$ cat config.mk
export PLATFORM = sky130hd
export DESIGN_NAME = sql_like_percent_matcher_flat
export DESIGN_NICKNAME = d
export VERILOG_FILES = /design/src/rtl/slpm_pkg.sv /design/src/rtl/slpm_if.sv /design/src/rtl/sql_like_percent_matcher.sv /design/src/rtl/slpm_cfg.sv /design/src/rtl/slpm_front.sv /design/src/rtl/slpm_back.sv /design/src/flat_wrapper.sv
export SDC_FILE = /design/constraint.sdc
export NUM_CORES = 2
export LEC_CHECK = 0
export BUFFER_PORTS_ARGS = -buffer_cell sky130_fd_sc_hd__buf_2
export CAP_MARGIN = 5
export CORE_MARGIN = 2
export CORE_UTILIZATION = 24
export CTS_CLUSTER_SIZE = 10
export DETAILED_ROUTE_END_ITERATION = 8
export GPL_ROUTABILITY_DRIVEN = 0
export GPL_TIMING_DRIVEN = 0
export PLACE_DENSITY = 0.41
export SLEW_MARGIN = 0
export SYNTH_ARGS = -nofsm -noshare
export SYNTH_HDL_FRONTEND = slang
export SYNTH_SLANG_ARGS = --single-unit
$ cat constraint.sdc
create_clock -name clk -period 23.7 [get_ports clk]
set_input_delay 5.925 -clock clk [delete_from_list [all_inputs] [get_ports clk]]
set_output_delay 5.925 -clock clk [all_outputs]
set_load 0.02 [all_outputs]
$ cat src/rtl/slpm_pkg.sv
// Shared types, constants and helpers for the LIKE '%' pattern matcher.
package slpm_pkg;

  localparam int PAT_STORE = 32;               // pattern bytes held in the config registers
  localparam int POS_W     = 6;                // pattern position 0..PAT_STORE
  localparam int IDX_W     = $clog2(PAT_STORE);
  localparam int CHAR_WORDS = 4;
  localparam int CFG_IDX_W = 3;
  localparam logic [7:0] PCT_CHAR = 8'h25;

  localparam logic [CFG_IDX_W-1:0] REG_PATTERN_LENGTH = 3'd0;
  localparam logic [CFG_IDX_W-1:0] REG_CHARS_0        = 3'd1;
  localparam logic [CFG_IDX_W-1:0] REG_CHARS_1        = 3'd2;
  localparam logic [CFG_IDX_W-1:0] REG_CHARS_2        = 3'd3;
  localparam logic [CFG_IDX_W-1:0] REG_CHARS_3        = 3'd4;
  localparam logic [CFG_IDX_W-1:0] REG_INVERT         = 3'd5;

  typedef logic [POS_W-1:0] pos_t;

  typedef enum logic [1:0] {
    ITEM_MID,
    ITEM_LAST,
    ITEM_EMPTY
  } item_kind_t;

  typedef struct packed {
    logic [7:0] char_code;
    item_kind_t kind;
  } item_t;

  // Pattern decode, refreshed every cycle from the config registers.
  typedef struct packed {
    logic [PAT_STORE-1:0][7:0] chars;
    pos_t                      len;
    logic [PAT_STORE:0]        nonpct;    // literal byte inside the pattern, top bit sentinel
    logic [PAT_STORE:0]        stop;      // '%' or past the end, top bit sentinel
    logic [PAT_STORE-1:0]      seg_start; // first byte of a segment
    logic                      anch_start;
    logic                      anch_end;
    logic                      exact;
    logic                      count0;
    logic                      invert;
    pos_t                      first_s;
    pos_t                      first_e;
    logic                      first_streamed;
    pos_t                      fin_s;
    pos_t                      fin_e;
  } pat_info_t;

  // Lowest set position at or above from; PAT_STORE when only the sentinel is left.
  function automatic pos_t find_first(input logic [PAT_STORE:0] vec, input pos_t from);
    pos_t r;
    r = POS_W'(PAT_STORE);
    for (int k = PAT_STORE; k >= 0; k--) begin
      if (vec[k] && (POS_W'(k) >= from)) begin
        r = POS_W'(k);
      end
    end
    return r;
  endfunction

endpackage

$ cat src/rtl/slpm_if.sv
// Channel interfaces: subject bytes in, match results out, config writes.
interface slpm_in_if;
  logic       valid;
  logic       ready;
  logic [7:0] char_code;
  logic       last_char;
  logic       empty_string;
  modport source (output valid, char_code, last_char, empty_string, input ready);
  modport sink   (input valid, char_code, last_char, empty_string, output ready);
endinterface

interface slpm_out_if;
  logic valid;
  logic ready;
  logic matched;
  modport source (output valid, matched, input ready);
  modport sink   (input valid, matched, output ready);
endinterface

interface slpm_cfg_if;
  logic        valid;
  logic        ready;
  logic [2:0]  index;
  logic [63:0] data;
  modport source (output valid, index, data, input ready);
  modport sink   (input valid, index, data, output ready);
endinterface

$ cat src/rtl/sql_like_percent_matcher.sv
// Streaming SQL LIKE matcher for '%'-only patterns. Subject bytes enter one per
// transfer on item, one per cycle while the engine runs and result does not stall;
// a string ends with last_char or is a lone empty_string item, and each string
// gives one matched bit on result. The per-byte match is a shift-and bit vector
// over all pattern positions, so the engine takes one byte per clock in its single
// update step while running. A two-entry input queue and an output register let
// either side stall on its own. After reset, and after each config transfer, the
// engine rotates the byte window to rebuild its match vector, then steps to the
// segment a string in progress had reached; bytes are queued meanwhile. Config
// is always accepted.
module sql_like_percent_matcher import slpm_pkg::*; #(
  parameter int PATTERN_MAX = 32,
  parameter int LENGTH_BITS = 16
) (
  input  logic       clk,
  input  logic       rst,
  slpm_in_if.sink    item,
  slpm_out_if.source result,
  slpm_cfg_if.sink   cfg
);

  pat_info_t info;
  logic      wr_d;
  logic      q_valid;
  item_t     q_item;
  logic      q_pop;

  slpm_cfg #(.PATTERN_MAX(PATTERN_MAX)) u_cfg (
    .clk  (clk),
    .rst  (rst),
    .cfg  (cfg),
    .info (info),
    .wr_d (wr_d)
  );

  slpm_front u_front (
    .clk     (clk),
    .rst     (rst),
    .item    (item),
    .q_valid (q_valid),
    .q_item  (q_item),
    .q_pop   (q_pop)
  );

  slpm_back #(.PATTERN_MAX(PATTERN_MAX), .LENGTH_BITS(LENGTH_BITS)) u_back (
    .clk     (clk),
    .rst     (rst),
    .info    (info),
    .wr_d    (wr_d),
    .q_valid (q_valid),
    .q_item  (q_item),
    .q_pop   (q_pop),
    .result  (result)
  );

  a_pop_needs_entry: assert property (@(posedge clk) disable iff (rst)
    q_pop |-> q_valid)
    else $error("engine popped an empty queue");

  a_result_from_string_end: assert property (@(posedge clk) disable iff (rst)
    $rose(result.valid) |-> $past(q_pop && (q_item.kind != ITEM_MID)))
    else $error("result raised without a finished string");

  a_cfg_blocks_engine: assert property (@(posedge clk) disable iff (rst)
    (cfg.valid && cfg.ready) |=> !q_pop)
    else $error("engine consumed a byte right after a config transfer");

endmodule

$ cat src/rtl/slpm_cfg.sv
// Config registers and the registered pattern decode derived from them.
module slpm_cfg import slpm_pkg::*; #(
  parameter int PATTERN_MAX = 32
) (
  input  logic      clk,
  input  logic      rst,
  slpm_cfg_if.sink  cfg,
  output pat_info_t info,
  output logic      wr_d
);

  localparam int LIM = (PATTERN_MAX < PAT_STORE) ? PATTERN_MAX : PAT_STORE;

  logic [POS_W-1:0]               plen;
  logic [CHAR_WORDS-1:0][63:0]    words;
  logic                           inv;
  pat_info_t                      d;
  logic [PAT_STORE-1:0]           pct_in;
  pos_t                           lm1;

  assign cfg.ready = 1'b1;

  always_ff @(posedge clk) begin
    if (rst) begin
      plen  <= '0;
      words <= '0;
      inv   <= 1'b0;
      wr_d  <= 1'b0;
    end else begin
      wr_d <= cfg.valid;
      if (cfg.valid) begin
        unique case (cfg.index)
          REG_PATTERN_LENGTH: plen     <= cfg.data[POS_W-1:0];
          REG_CHARS_0:        words[0] <= cfg.data;
          REG_CHARS_1:        words[1] <= cfg.data;
          REG_CHARS_2:        words[2] <= cfg.data;
          REG_CHARS_3:        words[3] <= cfg.data;
          REG_INVERT:         inv      <= cfg.data[0];
          default: ;
        endcase
      end
    end
  end

  always_comb begin
    d        = '0;
    d.chars  = words;
    d.invert = inv;
    d.len    = (plen > POS_W'(LIM)) ? POS_W'(LIM) : plen;
    pct_in   = '0;
    for (int k = 0; k < PAT_STORE; k++) begin
      if (POS_W'(k) < d.len) begin
        d.nonpct[k] = (d.chars[k] != PCT_CHAR);
        d.stop[k]   = (d.chars[k] == PCT_CHAR);
        pct_in[k]   = (d.chars[k] == PCT_CHAR);
      end else begin
        d.nonpct[k] = 1'b0;
        d.stop[k]   = 1'b1;
      end
    end
    d.nonpct[PAT_STORE] = 1'b1;
    d.stop[PAT_STORE]   = 1'b1;
    d.seg_start = d.nonpct[PAT_STORE-1:0] & ~{d.nonpct[PAT_STORE-2:0], 1'b0};
    lm1          = d.len - 1'b1;
    d.anch_start = d.nonpct[0];
    d.anch_end   = (d.len != '0) && d.nonpct[lm1];
    d.exact      = (d.len != '0) && !(|pct_in);
    d.count0     = !(|d.nonpct[PAT_STORE-1:0]);
    d.fin_s      = '0;
    for (int k = 0; k < PAT_STORE; k++) begin
      if (pct_in[k]) begin
        d.fin_s = POS_W'(k + 1);
      end
    end
    d.fin_e          = d.len;
    d.first_s        = find_first(d.nonpct, '0);
    d.first_e        = find_first(d.stop, d.first_s);
    d.first_streamed = (d.first_s < d.len) && ((d.first_e < d.len) || d.exact);
  end

  always_ff @(posedge clk) begin
    info <= d;
  end

endmodule

$ cat src/rtl/slpm_front.sv
// Input side: classifies each subject byte and holds it in a two-entry queue.
module slpm_front import slpm_pkg::*; (
  input  logic     clk,
  input  logic     rst,
  slpm_in_if.sink  item,
  output logic     q_valid,
  output item_t    q_item,
  input  logic     q_pop
);

  localparam logic [1:0] DEPTH = 2'd2;

  item_t      ents [2];
  logic       wr_ptr;
  logic       rd_ptr;
  logic [1:0] count;
  item_t      cls;
  logic       push;

  always_comb begin
    cls.char_code = item.char_code;
    if (item.empty_string) begin
      cls.kind = ITEM_EMPTY;
    end else if (item.last_char) begin
      cls.kind = ITEM_LAST;
    end else begin
      cls.kind = ITEM_MID;
    end
  end

  assign item.ready = (count != DEPTH);
  assign push       = item.valid && item.ready;
  assign q_valid    = (count != 2'd0);
  assign q_item     = ents[rd_ptr];

  always_ff @(posedge clk) begin
    if (rst) begin
      wr_ptr <= 1'b0;
      rd_ptr <= 1'b0;
      count  <= '0;
    end else begin
      if (push) begin
        wr_ptr <= ~wr_ptr;
      end
      if (q_pop) begin
        rd_ptr <= ~rd_ptr;
      end
      count <= count + {1'b0, push} - {1'b0, q_pop};
    end
  end

  always_ff @(posedge clk) begin
    if (push) begin
      ents[wr_ptr] <= cls;
    end
  end

endmodule

$ cat src/rtl/slpm_back.sv
// Match engine: bit-parallel segment tracking per byte, result register on the output.
module slpm_back import slpm_pkg::*; #(
  parameter int PATTERN_MAX = 32,
  parameter int LENGTH_BITS = 16
) (
  input  logic       clk,
  input  logic       rst,
  input  pat_info_t  info,
  input  logic       wr_d,
  input  logic       q_valid,
  input  item_t      q_item,
  output logic       q_pop,
  slpm_out_if.source result
);

  localparam int CW    = (LENGTH_BITS > POS_W) ? LENGTH_BITS : POS_W;
  localparam int ROT_W = $clog2(PATTERN_MAX + 1);

  typedef logic [LENGTH_BITS-1:0] cnt_t;
  typedef enum logic [1:0] {ST_SETTLE, ST_REPLAY, ST_WALK, ST_RUN} state_t;

  localparam cnt_t CNT_MAX = {LENGTH_BITS{1'b1}};

  state_t               st;
  logic [7:0]           win [PATTERN_MAX];
  logic [PAT_STORE-1:0] hit;
  pos_t                 segnum;
  pos_t                 walk_cnt;
  logic [ROT_W-1:0]     rot_cnt;
  pos_t                 cur_s;
  pos_t                 cur_e;
  cnt_t                 cs;
  cnt_t                 sc;
  logic                 failed;
  logic                 out_valid;
  logic                 matched;

  logic                 cur_streamed;
  logic                 nxt_streamed;
  pos_t                 nxt_s;
  pos_t                 nxt_e;
  pos_t                 seg_len;
  pos_t                 fin_len;
  pos_t                 epos;
  pos_t                 fpos;
  logic [PAT_STORE-1:0] hit_n;
  cnt_t                 sc_n;
  cnt_t                 cs_inc;
  cnt_t                 cs_n;
  logic                 adv;
  logic                 fail;
  logic                 failed_n;
  logic                 streamed_n;
  logic                 mcur;
  logic                 mfin;
  logic                 ok_consume;
  logic                 ok_empty;
  logic                 res_bit;

  // Shift-and step: bit k set when the newest bytes spell the segment up to position k.
  function automatic logic [PAT_STORE-1:0] hit_step(input pat_info_t pi,
                                                   input logic [PAT_STORE-1:0] h,
                                                   input logic [7:0] c);
    logic [PAT_STORE-1:0] r;
    logic [PAT_STORE-1:0] sh;
    sh = {h[PAT_STORE-2:0], 1'b0};
    for (int k = 0; k < PAT_STORE; k++) begin
      r[k] = pi.nonpct[k] && (pi.chars[k] == c) && (pi.seg_start[k] || sh[k]);
    end
    return r;
  endfunction

  always_comb begin
    cur_streamed = (cur_s < info.len) && ((cur_e < info.len) || info.exact);
    nxt_s        = find_first(info.nonpct, cur_e);
    nxt_e        = find_first(info.stop, nxt_s);
    nxt_streamed = (nxt_s < info.len) && ((nxt_e < info.len) || info.exact);
    seg_len      = cur_e - cur_s;
    fin_len      = info.fin_e - info.fin_s;
    hit_n        = hit_step(info, hit, q_item.char_code);
    epos         = cur_e - 1'b1;
    fpos         = info.fin_e - 1'b1;
    mcur         = hit_n[epos[IDX_W-1:0]];
    mfin         = hit_n[fpos[IDX_W-1:0]];
    sc_n         = (sc == CNT_MAX) ? sc : sc + 1'b1;
    cs_inc       = (cs == CNT_MAX) ? cs : cs + 1'b1;

    adv  = 1'b0;
    fail = 1'b0;
    if (!failed && cur_streamed) begin
      if ((segnum == '0) && info.anch_start) begin
        // anchored prefix is judged once, when the string reaches its length
        if (CW'(sc_n) == CW'(seg_len)) begin
          adv  = mcur;
          fail = !mcur;
        end
      end else if ((CW'(cs_inc) >= CW'(seg_len)) && mcur) begin
        adv = 1'b1;
      end
    end
    cs_n       = adv ? '0 : cs_inc;
    failed_n   = failed || fail;
    streamed_n = adv ? nxt_streamed : cur_streamed;

    ok_consume = info.count0 ||
                 (!failed_n && !streamed_n &&
                  (info.exact ? (cs_n == '0)
                              : (!info.anch_end ||
                                 ((CW'(cs_n) >= CW'(fin_len)) && mfin))));
    ok_empty   = info.count0 || (!info.first_streamed && !info.anch_end);
    res_bit    = ((q_item.kind == ITEM_EMPTY) ? ok_empty : ok_consume) ^ info.invert;
  end

  assign q_pop = q_valid && (st == ST_RUN) && !wr_d &&
                 ((q_item.kind == ITEM_MID) || !out_valid || result.ready);

  assign result.valid   = out_valid;
  assign result.matched = matched;

  always_ff @(posedge clk) begin
    if (rst) begin
      st        <= ST_SETTLE;
      segnum    <= '0;
      walk_cnt  <= '0;
      rot_cnt   <= '0;
      cs        <= '0;
      sc        <= '0;
      failed    <= 1'b0;
      out_valid <= 1'b0;
    end else begin
      // a finished string loads the result register, else a transfer empties it
      if (q_pop && (q_item.kind != ITEM_MID)) begin
        out_valid <= 1'b1;
      end else if (result.ready) begin
        out_valid <= 1'b0;
      end
      if (wr_d) begin
        st <= ST_SETTLE;
      end else begin
        unique case (st)
          ST_SETTLE: begin
            hit     <= '0;
            rot_cnt <= '0;
            st      <= ST_REPLAY;
          end
          // rotate the window once round, rebuilding the hit vector for the new pattern
          ST_REPLAY: begin
            if (rot_cnt == ROT_W'(PATTERN_MAX)) begin
              cur_s    <= info.first_s;
              cur_e    <= info.first_e;
              walk_cnt <= '0;
              st       <= ST_WALK;
            end else begin
              for (int i = 1; i < PATTERN_MAX; i++) begin
                win[i] <= win[i-1];
              end
              win[0]  <= win[PATTERN_MAX-1];
              hit     <= hit_step(info, hit, win[PATTERN_MAX-1]);
              rot_cnt <= rot_cnt + 1'b1;
            end
          end
          // step to the segment the string in progress is waiting on
          ST_WALK: begin
            if (walk_cnt == segnum) begin
              st <= ST_RUN;
            end else begin
              cur_s    <= nxt_s;
              cur_e    <= nxt_e;
              walk_cnt <= walk_cnt + 1'b1;
            end
          end
          ST_RUN: begin
            if (q_pop) begin
              if (q_item.kind != ITEM_EMPTY) begin
                for (int i = 1; i < PATTERN_MAX; i++) begin
                  win[i] <= win[i-1];
                end
                win[0] <= q_item.char_code;
                hit    <= hit_n;
              end
              unique case (q_item.kind)
                ITEM_MID: begin
                  sc     <= sc_n;
                  cs     <= cs_n;
                  failed <= failed_n;
                  if (adv) begin
                    segnum <= segnum + 1'b1;
                    cur_s  <= nxt_s;
                    cur_e  <= nxt_e;
                  end
                end
                ITEM_LAST, ITEM_EMPTY: begin
                  matched   <= res_bit;
                  segnum    <= '0;
                  cur_s     <= info.first_s;
                  cur_e     <= info.first_e;
                  sc        <= '0;
                  cs        <= '0;
                  failed    <= 1'b0;
                end
                default: ;
              endcase
            end
          end
          default: st <= ST_SETTLE;
        endcase
      end
    end
  end

endmodule
$ cat src/flat_wrapper.sv
// flat-port wrapper written by rule: the top's interface ports become plain ports
module sql_like_percent_matcher_flat import slpm_pkg::*;
#(
  parameter int PATTERN_MAX = 32,
  parameter int LENGTH_BITS = 16
)
  (clk, rst, item_valid, item_char_code, item_last_char, item_empty_string, item_ready, result_valid, result_matched, result_ready, cfg_valid, cfg_index, cfg_data, cfg_ready);
  slpm_in_if item_i ();
  slpm_out_if result_i ();
  slpm_cfg_if cfg_i ();
  input  logic clk;
  input  logic rst;
  input wire logic [$bits(item_i.valid)-1:0] item_valid;
  input wire logic [$bits(item_i.char_code)-1:0] item_char_code;
  input wire logic [$bits(item_i.last_char)-1:0] item_last_char;
  input wire logic [$bits(item_i.empty_string)-1:0] item_empty_string;
  output wire logic [$bits(item_i.ready)-1:0] item_ready;
  output wire logic [$bits(result_i.valid)-1:0] result_valid;
  output wire logic [$bits(result_i.matched)-1:0] result_matched;
  input wire logic [$bits(result_i.ready)-1:0] result_ready;
  input wire logic [$bits(cfg_i.valid)-1:0] cfg_valid;
  input wire logic [$bits(cfg_i.index)-1:0] cfg_index;
  input wire logic [$bits(cfg_i.data)-1:0] cfg_data;
  output wire logic [$bits(cfg_i.ready)-1:0] cfg_ready;
  assign item_i.valid = item_valid;
  assign item_i.char_code = item_char_code;
  assign item_i.last_char = item_last_char;
  assign item_i.empty_string = item_empty_string;
  assign item_ready = item_i.ready;
  assign result_valid = result_i.valid;
  assign result_matched = result_i.matched;
  assign result_i.ready = result_ready;
  assign cfg_i.valid = cfg_valid;
  assign cfg_i.index = cfg_index;
  assign cfg_i.data = cfg_data;
  assign cfg_ready = cfg_i.ready;
  sql_like_percent_matcher #(.PATTERN_MAX(PATTERN_MAX), .LENGTH_BITS(LENGTH_BITS)) u_core (.clk(clk), .rst(rst), .item(item_i), .result(result_i), .cfg(cfg_i));
endmodule
Yosys cells after proc, flatten, opt, wreduce, memory -nomap -nowiden. Memories as Yosys holds them, arrays and structs flattened. A register that Yosys moved wholly into a read port is not among the register bits. Cells that the tools add are included.

Register bits: 748. Bits in latches: 0. Memory bits (writable): 276. ROM bits: 0. Bits of input ports: 82. Output and inout bits: 4. Logic and storage cells: 1090. Memories: 2.

Add/subtract/negate cells: 12. Multipliers: 0. Div/mod/pow operators: 0. Order comparisons: 140. Equality and inequality tests: 153. Shift operators: 0. Muxes and demuxes: 355. Bitwise gates (word level): 39. Reductions and logical operators: 322.

Memories: u_core.u_back.win (depth 32, width 8, read ports 32, clocked after Yosys merged registers in 0, write ports 32, line slpm_back.sv:25) `logic [7:0] win [PATTERN_MAX];`; u_core.u_front.ents (depth 2, width 10, read ports 1, clocked after Yosys merged registers in 1, write ports 1, line slpm_front.sv:13) `item_t ents [2];`.

Operators with widths (count): 6-bit 2-to-1 mux (171); 8-bit == test (63); 5-bit by 6-bit greater-or-equal comparator with 1-bit output (first input constant) (48); 8-bit by 6-bit == test with 1-bit output (second input constant) (32); 8-bit 2-to-1 mux (32); 8-bit by 6-bit != test with 1-bit output (second input constant) (32); 1-bit logical AND (239); 4-bit by 6-bit greater-or-equal comparator with 1-bit output (first input constant) (24); 1-bit 2-to-1 mux (128); 5-bit by 6-bit less-than comparator with 1-bit output (first input constant) (16); 31-bit 2-to-1 mux (3); 31-bit case mux with 3 select lines (1); 3-bit by 6-bit greater-or-equal comparator with 1-bit output (first input constant) (12); 16-bit case mux with 2 select lines (2); 32-bit OR reduction (2); 6-bit case mux with 2 select lines (5); 4-bit by 6-bit less-than comparator with 1-bit output (first input constant) (8); 16-bit 2-to-1 mux (3); 1-bit logical OR (40); 1-bit by 6-bit greater-or-equal comparator with 1-bit output (first input constant) (6); 2-bit by 6-bit greater-or-equal comparator with 1-bit output (first input constant) (6); 6-bit less-than comparator (6); 6-bit case mux with 3 select lines (2); 16-bit by 1-bit adder with 16-bit output (second input constant) (2); other kinds (51) (138).

Depth between registers and ports, before layout.
Depth in word-level cells: 78. Mapped depth: 33. Mapped depth without buffers: 28.

Modules after synthesis. From an unflattened synthesis, not the netlist that was laid out.

Cell total of the unflattened synthesis: 4462. Area, all modules: 45248.4 sq um.

Modules (own cells, without submodules): slpm_back (instances 1, cells an instance 2243, area an instance 23399.9 sq um, seq. area each 10089.7 sq um); slpm_cfg (instances 1, cells an instance 2158, area an instance 20868.8 sq um, seq. area each 12892.4 sq um); slpm_front (instances 1, cells an instance 61, area an instance 979.7 sq um, seq. area each 700.7 sq um).

Least setup slack after synthesis. No wires, ideal clock.

Path type: input to register. Start: input rst. End: memory u_core.u_back.win[0][0], enable pin. Setup time: 928 ps. Arrival: 17889 ps. Required time: 22772 ps. Path slack: 4884 ps. Cell stages on the path: 3. Buffers on the path: 0. Cells stage by stage: inv_1 -> nand2_1 -> o21bai_1.

RTL lines: start: declaration (line flat_wrapper.sv:12) `input logic rst;`; end: declaration (line slpm_back.sv:25).

==> results.json <==
{
  "fp.dieArea_sq_um": 190000,
  "slowest_delay_ns": 0.96,
  "die_w_um": 436,
  "critPathCaptureType": "flip-flop",
  "wl_per_cell_um": 25.3,
  "place_ws_ns": 14.27,
  "dp_hpwl_um": 140000,
  "cts_tree": "yes",
  "synth_edf_count": 320,
  "synth-main-ff-cell": "dfxtp_1",
  "crit_top_cell": "inv_1",
  "crit_fanout": 12,
  "yosysSeqAreaShare_pct": 52.9,
  "setup_slack_ns": 14.89,
  "worstHoldPathType": "reg2reg",
  "fin_crit_ns": 8.81,
  "cts_sinks": 1023,
  "hold_viol_final": 0,
  "synth_cell_types": 106,
  "viasPerCell": 4.92,
  "p_leak_nw": 19.0,
  "synthArstFlopShare_pct": 0,
  "areaGrowthSynthToFinish_pct": 17.4,
  "crit_arrival_ns": 9.51,
  "cts_buffer_depth": 3,
  "firstDrtPassIters": 6,
  "start_util_pct": 24.2,
  "status": "finished clean",
  "ys_ff_latch": 1023,
  "cap_violations": 0,
  "hold_buffers": 0,
  "crit_path_top_delay_cell": "a2111oi_1",
  "n_fill_cell": 19700,
  "final_nets": 4912,
  "grt_overflow": 0,
  "pin_count": 86,
  "antenna_found_initial": 21,
  "p_total_mw": 4.24,
  "synth_top_area_share_pct": 31.4,
  "rows": 158,
  "grt_pass1_wl_um": 260000,
  "synth_area_per_cell_sq_um": 9.93,
  "drcViolationCount": 0,
  "io_buffers": 82,
  "rsz0062_at_grt": "false",
  "cts_setup_buffers": 0,
  "numCtsBuffers": 120,
  "fin_tns_setup_ns": 0,
  "vdd.ir_drop.worst_uv": 59.2,
  "root_buffer": "clkbuf_16",
  "die_h_um": 436,
  "synthTopCellsByArea": "dfxtp_1 31%, edfxtp_1 21%, xor2_1 7.2%",
  "vias": 36000,
  "critical_path_class": "reg2reg",
  "skew_ns": 0.0711,
  "yosysWarnings": 0,
  "cp_data_required_time_ns": 24.40,
  "syn_nets": 4674,
  "core_area_sq_um": 185000,
  "netlist_instances": 4513,
  "cts.clk_slew.worst_paths_ns": 0.06,
  "powerDensity_nw_per_um2": 80.6,
  "ctsResizeCount": 0,
  "drive_gt1_share_pct": 8.58,
  "track_usage_pct": 18.9,
  "drtIter0Drc": 3583,
  "tightestPinTransition_ns": 1.46,
  "setup-violations-final": 0,
  "final_antenna_net_count": 0,
  "yosysTopAreaCell": "dfxtp_1",
  "grt_max_degree": 35,
  "worstSetupStartpointType": "flip-flop",
  "timing.fmax_mhz": 113,
  "slew_violations": 0,
  "worst_skew_pair.late_latency_ns": 0.79,
  "routed_wl_um": 185000,
  "grt_pass1_vias": 34300,
  "finalCritPeriodShare_pct": 37.2,
  "cts_max_level": 3,
  "syn-cell-area_sq_um": 44800,
  "timing.slew.headroom_pct": 2.53
}
-- Yosys cell counts, types with 19 or more instances --
cell	count
edfxtp_1	320
buf_4	19
xor2_1	368
clkbuf_1	159
xnor2_1	190
nand2_1	705
or4_1	20
nor2_1	234
nand2b_1	31
ha_1	77
dfxtp_1	703
a22oi_1	24
nand3_1	86
buf_1	27
o211ai_1	25
o21ai_0	155
nor4_1	99
a21o_1	33
nor3_1	69
inv_1	110
and3_1	22
nor2b_1	25
nor4bb_1	33
a31oi_1	39
buf_2	23
nand4_1	91
nor4b_1	32
mux2i_1	21
a21oi_1	414
-- power breakdown --
part	internal, mW	switching [mW]
clock network	1.00	0.758
logic	0.175	0.382
registers	1.88	0.0440
-- layout make-up --
type,instances,area (sq um),area share (%)
Tap cell,2480,3100,5.90
Clock inverter,14,267,0.507
Buffer,231,1010,1.92
Clock buffer,193,3420,6.50
Antenna cell,6,15.0,0.0285
Inverter,119,447,0.849
Multi-Input combinational cell,3140,19800,37.7
Timing Repair Buffer,116,853,1.62
Sequential cell,1023,23700,45.0
-- registers in the layout, summed over array words and instances (netlist names), 2 cells and up, named ones only --
register	cells
u_core.u_back.cs	16
u_core.u_back.cur_e	6
u_core.u_back.cur_s	6
u_core.u_back.hit	31
u_core.u_back.rot_cnt	6
u_core.u_back.sc	16
u_core.u_back.segnum	6
u_core.u_back.st	2
u_core.u_back.walk_cnt	6
u_core.u_back.win	256
u_core.u_cfg.d	256
u_core.u_cfg.info	380
u_core.u_cfg.plen	6
u_core.u_front.count	2
u_core.u_front.ents	20
-- critical path: cells and delay by family (launching register included) --
kind / cells / cell delay [ns]
AO/OA/AOI/OAI: 13 / 3.51
adder cells (fa/ha/maj): 2 / 0.57
flip-flops: 1 / 0.31
AND/OR/NAND/NOR: 7 / 1.00
buffers and inverters: 9 / 3.30
-- final timing paths --
path / from / endpoint / slack [ns] / cells past startpoint
max: u_core.u_cfg.plen[5] / u_core.u_cfg.info[12] / 14.89 / 31
min: u_core.u_cfg.d[195] / u_core.u_cfg.info[195] / 0.32 / 0
max reg2reg: u_core.u_cfg.plen[5] / u_core.u_cfg.info[12] / 14.89 / 31
min reg2reg: u_core.u_cfg.d[195] / u_core.u_cfg.info[195] / 0.32 / 0
-- stage by stage --
step | hold slack (ns) | cell area [sq um] | util (%) | cells
5_1_grt | 0.322 | 52600 | 28.4 | 7317
6_report | 0.321 | 52600 | 28.4 | 7322
3_5_place_dp | 0.347 | 48900 | 26.4 | 7106
2_1_floorplan | 0.331 | 44800 | - | 4513
4_1_cts | 0.314 | 52600 | 28.3 | 7313
3_3_place_gp | 0.342 | 48300 | 26.1 | 7075
-- cell usage in the layout (no fill, tap or decap), types with 20 or more instances in the layout --
master	Yosys	final
nand4_1	91	91
nor2_1	234	233
o211ai_1	25	25
mux2i_1	21	21
nand3_1	86	86
edfxtp_1	320	320
a31oi_1	39	39
nand2b_1	31	31
xor2_1	368	368
nor4_1	99	99
dfxtp_1	703	703
clkbuf_16	0	122
nor4b_1	32	23
ha_1	77	77
nor3_1	69	65
a22oi_1	24	24
nor2b_1	25	25
or4_1	20	20
inv_1	110	110
a21o_1	33	33
a21oi_1	414	414
clkbuf_1	159	213
xnor2_1	190	190
o21ai_0	155	155
and3_1	22	22
nor4bb_1	33	27
buf_4	19	31
nand2_1	705	705
buf_2	23	116
-- cells by family (layout without fill, tap and decap cells) --
family	Yosys count	count (layout)	synth area share, %
AND/OR/NAND/NOR	1548	1548	16.8
multiplexers	45	45	1.56
AO/OA/AOI/OAI	907	907	12.4
other	1	7	0.00837
buffers and inverters	350	673	3.21
flip-flops	1023	1023	52.9
adder cells (fa/ha/maj)	80	80	2.26
XOR/XNOR	559	559	11.0
-- layer usage --
layer  vias up  GRT usage, %  part of all wire (%)
met5         -             0                 0.030
met4        10          8.60                   4.9
met3       368          3.16                   6.5
met2      1431          28.7                    43
met1     17800          26.2                    45
li1      16400             -                     -
No activity file was read; power rests on OpenSTA's default activity.
